===== config.mk =====
export PLATFORM = sky130hd
export DESIGN_NAME = utf8_byte_to_codepoint_core
export DESIGN_NICKNAME = d
export VERILOG_FILES = /design/src/hw/rtl/u8cp_pkg.sv /design/src/hw/rtl/utf8_byte_to_codepoint_core.sv
export VERILOG_INCLUDE_DIRS = /design/src /design/src/hw/rtl
export SDC_FILE = /design/constraint.sdc
export NUM_CORES = 1
export LEC_CHECK = 0
export BUFFER_PORTS_ARGS = -buffer_cell sky130_fd_sc_hd__buf_2
export CAP_MARGIN = 5
export CORE_UTILIZATION = 52
export DETAILED_ROUTE_END_ITERATION = 7
export HOLD_SLACK_MARGIN = 0.02
export PLACE_DENSITY_LB_ADDON = 0.3
export SETUP_SLACK_MARGIN = 0.1
export SLEW_MARGIN = 0
export SYNTH_ARGS = -nofsm -noshare
export SYNTH_HDL_FRONTEND = slang
export SYNTH_SLANG_ARGS = --single-unit

===== constraint.sdc =====
create_clock -name clk -period 2.3 [get_ports clk]
set_input_delay 0.23 -clock clk [delete_from_list [all_inputs] [get_ports clk]]
set_output_delay 0.23 -clock clk [all_outputs]
set_load 0.03 [all_outputs]

===== src/hw/rtl/utf8_byte_to_codepoint_core_defines.svh =====
// ----------------------------------------------------------------------------
// utf8_byte_to_codepoint_core_defines
// assertion macros used by the utf-8 decoder core
// ----------------------------------------------------------------------------
`ifndef UTF8_BYTE_TO_CODEPOINT_CORE_DEFINES_SVH
`define UTF8_BYTE_TO_CODEPOINT_CORE_DEFINES_SVH

// same-cycle implication, checked out of reset
`define U8CP_ASSERT_NOW(label, ante, cons, msg) \
  label: assert property (@(posedge clk) disable iff (!rst_n) (ante) |-> (cons)) \
    else $error(msg);

// next-cycle implication, checked out of reset
`define U8CP_ASSERT_NEXT(label, ante, cons, msg) \
  label: assert property (@(posedge clk) disable iff (!rst_n) (ante) |=> (cons)) \
    else $error(msg);

`endif


===== src/hw/rtl/u8cp_pkg.sv =====
// ----------------------------------------------------------------------------
// u8cp_pkg
// word types and byte-class constants of the utf-8 decoder
// ----------------------------------------------------------------------------
package u8cp_pkg;

  localparam int unsigned CP_W = 21;

  // byte classes
  localparam logic [7:0] ASCII_LIMIT = 8'h80;
  localparam logic [7:0] LEAD2_MASK  = 8'hE0;
  localparam logic [7:0] LEAD2_CODE  = 8'hC0;
  localparam logic [7:0] LEAD2_BITS  = 8'h1F;
  localparam logic [7:0] LEAD3_MASK  = 8'hF0;
  localparam logic [7:0] LEAD3_CODE  = 8'hE0;
  localparam logic [7:0] LEAD3_BITS  = 8'h0F;
  localparam logic [7:0] LEAD4_MASK  = 8'hF8;
  localparam logic [7:0] LEAD4_CODE  = 8'hF0;
  localparam logic [7:0] LEAD4_BITS  = 8'h07;
  localparam logic [7:0] CONT_BITS   = 8'h3F;

  // continuation bytes still expected
  localparam logic [1:0] PEND_NONE = 2'd0;
  localparam logic [1:0] PEND_ONE  = 2'd1;
  localparam logic [1:0] PEND_TWO  = 2'd2;
  localparam logic [1:0] PEND_THREE = 2'd3;

  typedef struct packed {
    logic [7:0] byte_in;
    logic       string_end;
  } in_word_t;

  typedef struct packed {
    logic [CP_W-1:0] code_point;
    logic            point_valid;
    logic            end_of_string;
  } out_word_t;

endpackage


===== src/hw/rtl/utf8_byte_to_codepoint_core.sv =====
// ----------------------------------------------------------------------------
// utf8_byte_to_codepoint_core
// utf-8 byte stream to code point decoder, one byte per unstalled cycle
// ----------------------------------------------------------------------------
// Takes one byte word per cycle while in_stall is low and returns at most one
// code point word per byte. A byte below 0x80 seen outside a sequence comes
// out on its own; a 2-, 3- or 4-byte lead opens a sequence and the code point
// comes out with its last continuation byte. Continuation bytes are not
// checked, and overlong and surrogate forms pass through. Stray continuations
// and 0xF8..0xFF leads are dropped. The byte flagged string_end always yields
// a word with end_of_string set (point_valid low and code_point zero when no
// character completes on it), and any sequence left open is discarded. The
// decode is a single pass from the pending-count/partial-point state registers
// into the result register, so a byte can be accepted every cycle unless
// in_stall is high. The result register drains while it loads, so in_stall
// only rises while a result sits in it and out_stall is high.
// ----------------------------------------------------------------------------
`include "utf8_byte_to_codepoint_core_defines.svh"

module utf8_byte_to_codepoint_core
  import u8cp_pkg::*;
(
  input  logic      clk,
  input  logic      rst_n,
  input  logic      in_valid,
  output logic      in_stall,
  input  in_word_t  in_data,
  output logic      out_valid,
  input  logic      out_stall,
  output out_word_t out_data
);

  // decoder state
  logic [1:0]      pend_r, pend_nxt;
  logic [CP_W-1:0] part_r, part_nxt;

  // result register
  logic      out_valid_r, out_valid_nxt;
  out_word_t out_data_r, out_data_nxt;

  logic            acc;
  logic            done;
  logic [CP_W-1:0] cp;
  logic [7:0]      b;
  logic [CP_W-1:0] shifted;

  // the result register frees up when it is empty or being taken
  assign in_stall = out_valid_r && out_stall;
  assign acc      = in_valid && !in_stall;
  assign b        = in_data.byte_in;
  assign shifted  = {part_r[CP_W-7:0], 6'(b & CONT_BITS)};

  always_comb begin
    pend_nxt = pend_r;
    part_nxt = part_r;
    done     = 1'b0;
    cp       = '0;

    if (pend_r == PEND_NONE) begin
      // lead byte expected
      if (b < ASCII_LIMIT) begin
        cp   = CP_W'(b);
        done = 1'b1;
      end else if ((b & LEAD2_MASK) == LEAD2_CODE) begin
        part_nxt = CP_W'(b & LEAD2_BITS);
        pend_nxt = PEND_ONE;
      end else if ((b & LEAD3_MASK) == LEAD3_CODE) begin
        part_nxt = CP_W'(b & LEAD3_BITS);
        pend_nxt = PEND_TWO;
      end else if ((b & LEAD4_MASK) == LEAD4_CODE) begin
        part_nxt = CP_W'(b & LEAD4_BITS);
        pend_nxt = PEND_THREE;
      end
      // anything else is skipped
    end else begin
      // continuation, taken blind
      part_nxt = shifted;
      pend_nxt = pend_r - 2'd1;
      if (pend_r == PEND_ONE) begin
        cp   = shifted;
        done = 1'b1;
      end
    end

    // end of string closes any open sequence
    if (in_data.string_end) begin
      pend_nxt = PEND_NONE;
      part_nxt = '0;
    end
  end

  always_comb begin
    out_valid_nxt = out_valid_r;
    out_data_nxt  = out_data_r;
    if (acc) begin
      out_valid_nxt = done || in_data.string_end;
      if (done || in_data.string_end) begin
        out_data_nxt.code_point    = cp;
        out_data_nxt.point_valid   = done;
        out_data_nxt.end_of_string = in_data.string_end;
      end
    end else if (!out_stall) begin
      out_valid_nxt = 1'b0;
    end
  end

  always_ff @(posedge clk) begin
    if (!rst_n) begin
      pend_r      <= PEND_NONE;
      part_r      <= '0;
      out_valid_r <= 1'b0;
    end else begin
      if (acc) begin
        pend_r <= pend_nxt;
        part_r <= part_nxt;
      end
      out_valid_r <= out_valid_nxt;
    end
  end

  // payload, no reset
  always_ff @(posedge clk) begin
    out_data_r <= out_data_nxt;
  end

  assign out_valid = out_valid_r;
  assign out_data  = out_data_r;

  // a word without a character must be the end-of-string marker
  `U8CP_ASSERT_NOW(a_empty_word_is_end, out_valid_r && !out_data_r.point_valid,
    out_data_r.end_of_string && (out_data_r.code_point == '0), "empty word not at end")

  // the end byte leaves the decoder with no open sequence
  `U8CP_ASSERT_NEXT(a_end_clears_state, acc && in_data.string_end,
    (pend_r == PEND_NONE) && (part_r == '0), "state not cleared at end of string")

  // an ascii byte outside a sequence gives a character on the next cycle
  `U8CP_ASSERT_NEXT(a_ascii_emits,
    acc && (pend_r == PEND_NONE) && (in_data.byte_in < ASCII_LIMIT),
    out_valid_r && out_data_r.point_valid
      && (out_data_r.code_point == CP_W'($past(in_data.byte_in))), "ascii byte not emitted")

  // a lead byte alone never produces a character
  `U8CP_ASSERT_NEXT(a_lead_no_emit,
    acc && (pend_r == PEND_NONE) && (in_data.byte_in >= ASCII_LIMIT),
    !(out_valid_r && out_data_r.point_valid), "character emitted on a lead byte")

endmodule

==> metrics.txt <==
fin nets 194; commonest non-fill, non-tap cell in the layout buf_2; Critical Path Most Common Cell inv_1; worst vdd ir 543.3 uV; outcome finished, final reports clean; worst path bufs/invs 3; first-pass GRT wire length 5078 um; fin. max-slew vios 0; core area 3028 um2; Vias 1,165; Unique masters post-synth 27; wire per inst 13.11 um; initial antenna violation count 0; DIE AREA 3378 um2; Post-Synthesis Cell Area 1638 um2; number of global-route vias before repair 1,112; dominant cell type by area after synthesis edfxtp_1; Synth area leaders edfxtp_1 (42%), dfxtp_1 (22%), and2_1 (7.6%), a21boi_0 (5.0%), nand2_1 (4.1%); Power Internal 1.086 mW; die width 58.12 um; Yosys reg bits 41; Sw Share 0.2516; Post-Syn Instances 142; crit end category flop; Syn Nets 155; WHS 0.1515 ns; CTS tree built; drt drc 0; worst-margin pin slew 0.6745 ns; final hold vios 0; row count 20; # setup viols final 0; Placed Area 1862 um2; worst hold path type primary input to flop; layout cells sized above 1 0.2637; GRT Util Overall 0.2084; CP top delay family compound AO/OA/AOI/OAI gates; post-CTS sizing 0; Net Switching 365.1 uW; final instance area 1937 um2; sequential element share of the synthesized area 0.6417; syn avg cell area 11.53 um2; I/O Buffers 37; GP Congestion 0.8175; CTS buffer count 5; Max Cap Viol 0; Yosys warning total 0; worst setup path category flop to flop; Synth top area share 0.4217; setup TNS 0 ns; critical path cell sequence inv_1 -> a21oi_1 -> o21bai_1 -> inv_1 -> buf_4; area grow syn2layout 18.26%; Antenna Cells 0; Clock Power Share 0.312; unrepaired setup endpoints after global routing false; commonest non-fill, non-tap cells in the layout buf_2 (37), edfxtp_1 (23), and2_1 (20); CP Data Arrival Time 1.76 ns; crit path launch type flop; router iterations before antenna repair 4; post-route clock skew 0.01276 ns; Clk pin slew, worst setup/hold paths 0.12 ns; # IOs 38; # hold bufs at CTS 0; fin crit share 0.7532; pin count of the biggest net entering global routing 24; Initial Util 0.5409; setup repair bufs after CTS 0; Final ANT Viol Nets 0; Period minus WS final 1.732 ns; Crit path largest cell delay 0.41 ns; Leak Pwr 0.7687 nW; Crit-path slowest cell dfxtp_1; Final HPWL DP 2063 um; Die Y 58.12 um; Clock Sink Count 41; power density cells 749.3 nW/um2; Initial DRC Count 19; Overflow after GRT 0; Clk Latency, worst-skew pair 0.35 ns; part of the power in registers 0.565; final WL 2963 um; maximum root-to-sink buffer count 2; Comb pwr share 0.123; FMAX 577.2 MHz; required time worst endpoint 2.33 ns; CTS H-tree lvls 2; Root Buffer clkbuf_4; max_slew headroom 0.5487; via/cell ratio 5.155; CP Max Fanout 23
Yosys cell counts (all sizes together):
master	instances
a21bo	1
a21boi	12
a21oi	2
and2	21
and3	1
buf	1
clkbuf	5
dfxtp	18
edfxtp	23
inv	4
mux2i	5
nand2	18
nand3	3
nand4	2
nand4b	1
nor2	5
nor3	1
nor3b	1
o211a	1
o211ai	1
o21ai	13
o21bai	1
o41ai	1
or4	1
power groups by stage:
stage | clock network, mW | logic (mW) | registers, mW
after global placement | 0 | 0.175 | 0.835
after detailed placement | 0 | 0.179 | 0.837
after global routing | 0.488 | 0.195 | 0.824
after CTS | 0.462 | 0.180 | 0.820
after floorplan | 0 | 0.0670 | 0.892
final | 0.453 | 0.179 | 0.820
routing by layer:
metal	share of wire	wire [um]	GRT usage	up-vias
li1	-	-	-	584
met5	0	0	0	-
met2	0.51	1509	0.3547	41
met1	0.42	1253	0.2445	535
met3	0.049	144	0.06696	5
met4	0.019	56	0.08163	0
cells by family (layout without fill, tap and decap cells):
| logic type | Yosys count | count (layout) | synth area share |
|---|---|---|---|
| and+or+nand+nor | 54 | 54 | 0.1765 |
| AOI/OAI and AO/OA | 32 | 32 | 0.1276 |
| buffers and inverters | 10 | 50 | 0.02368 |
| muxes | 5 | 5 | 0.03056 |
| DFF | 41 | 41 | 0.6417 |
sequential cells by signal, summed over array words and instances, names as in the netlist:
name,count
out_valid,1
part_r,15
out_data,23
pend_r,2
final cells by class:
cell class	instances	area (um2)
sequential	41	1051
tap	44	55.05
clock buffer	6	41.29
multi-input combinational	91	548.0
timing repair buffer	38	192.7
fill	247	1091
clock inverter	2	33.78
inverter	4	15.01
final timing paths:
path	slack, ns	endpoint	startpoint	depth (start not counted)
worst max-delay path	0.57	out_data[22]	pend_r[0]	5
worst min-delay path	0.15	out_data[0]	in_data[0]	1
worst max register to register	0.57	out_data[22]	pend_r[0]	5
worst min register to register	0.48	part_r[9]	part_r[9]	2
through the flow:
stage | util | total power, mW | cells | setup slack (ns)
final | 0.6397 | 1.451 | 226 | 0.5675
after global routing | 0.6397 | 1.507 | 226 | 0.3793
after CTS | 0.6397 | 1.462 | 226 | 0.5858
after detailed placement | 0.6149 | 1.016 | 218 | 0.6065
after global placement | 0.6149 | 1.010 | 218 | 0.7105
after floorplan | - | 0.9590 | 142 | 0.5137
worst reg2reg max path, cell delays in order (launching register included):
cell and delay, ns:
dfxtp_1 0.41, inv_1 0.10, a21oi_1 0.40, o21bai_1 0.13, inv_1 0.07, buf_4 0.29
(Power assumes the default switching activity.)
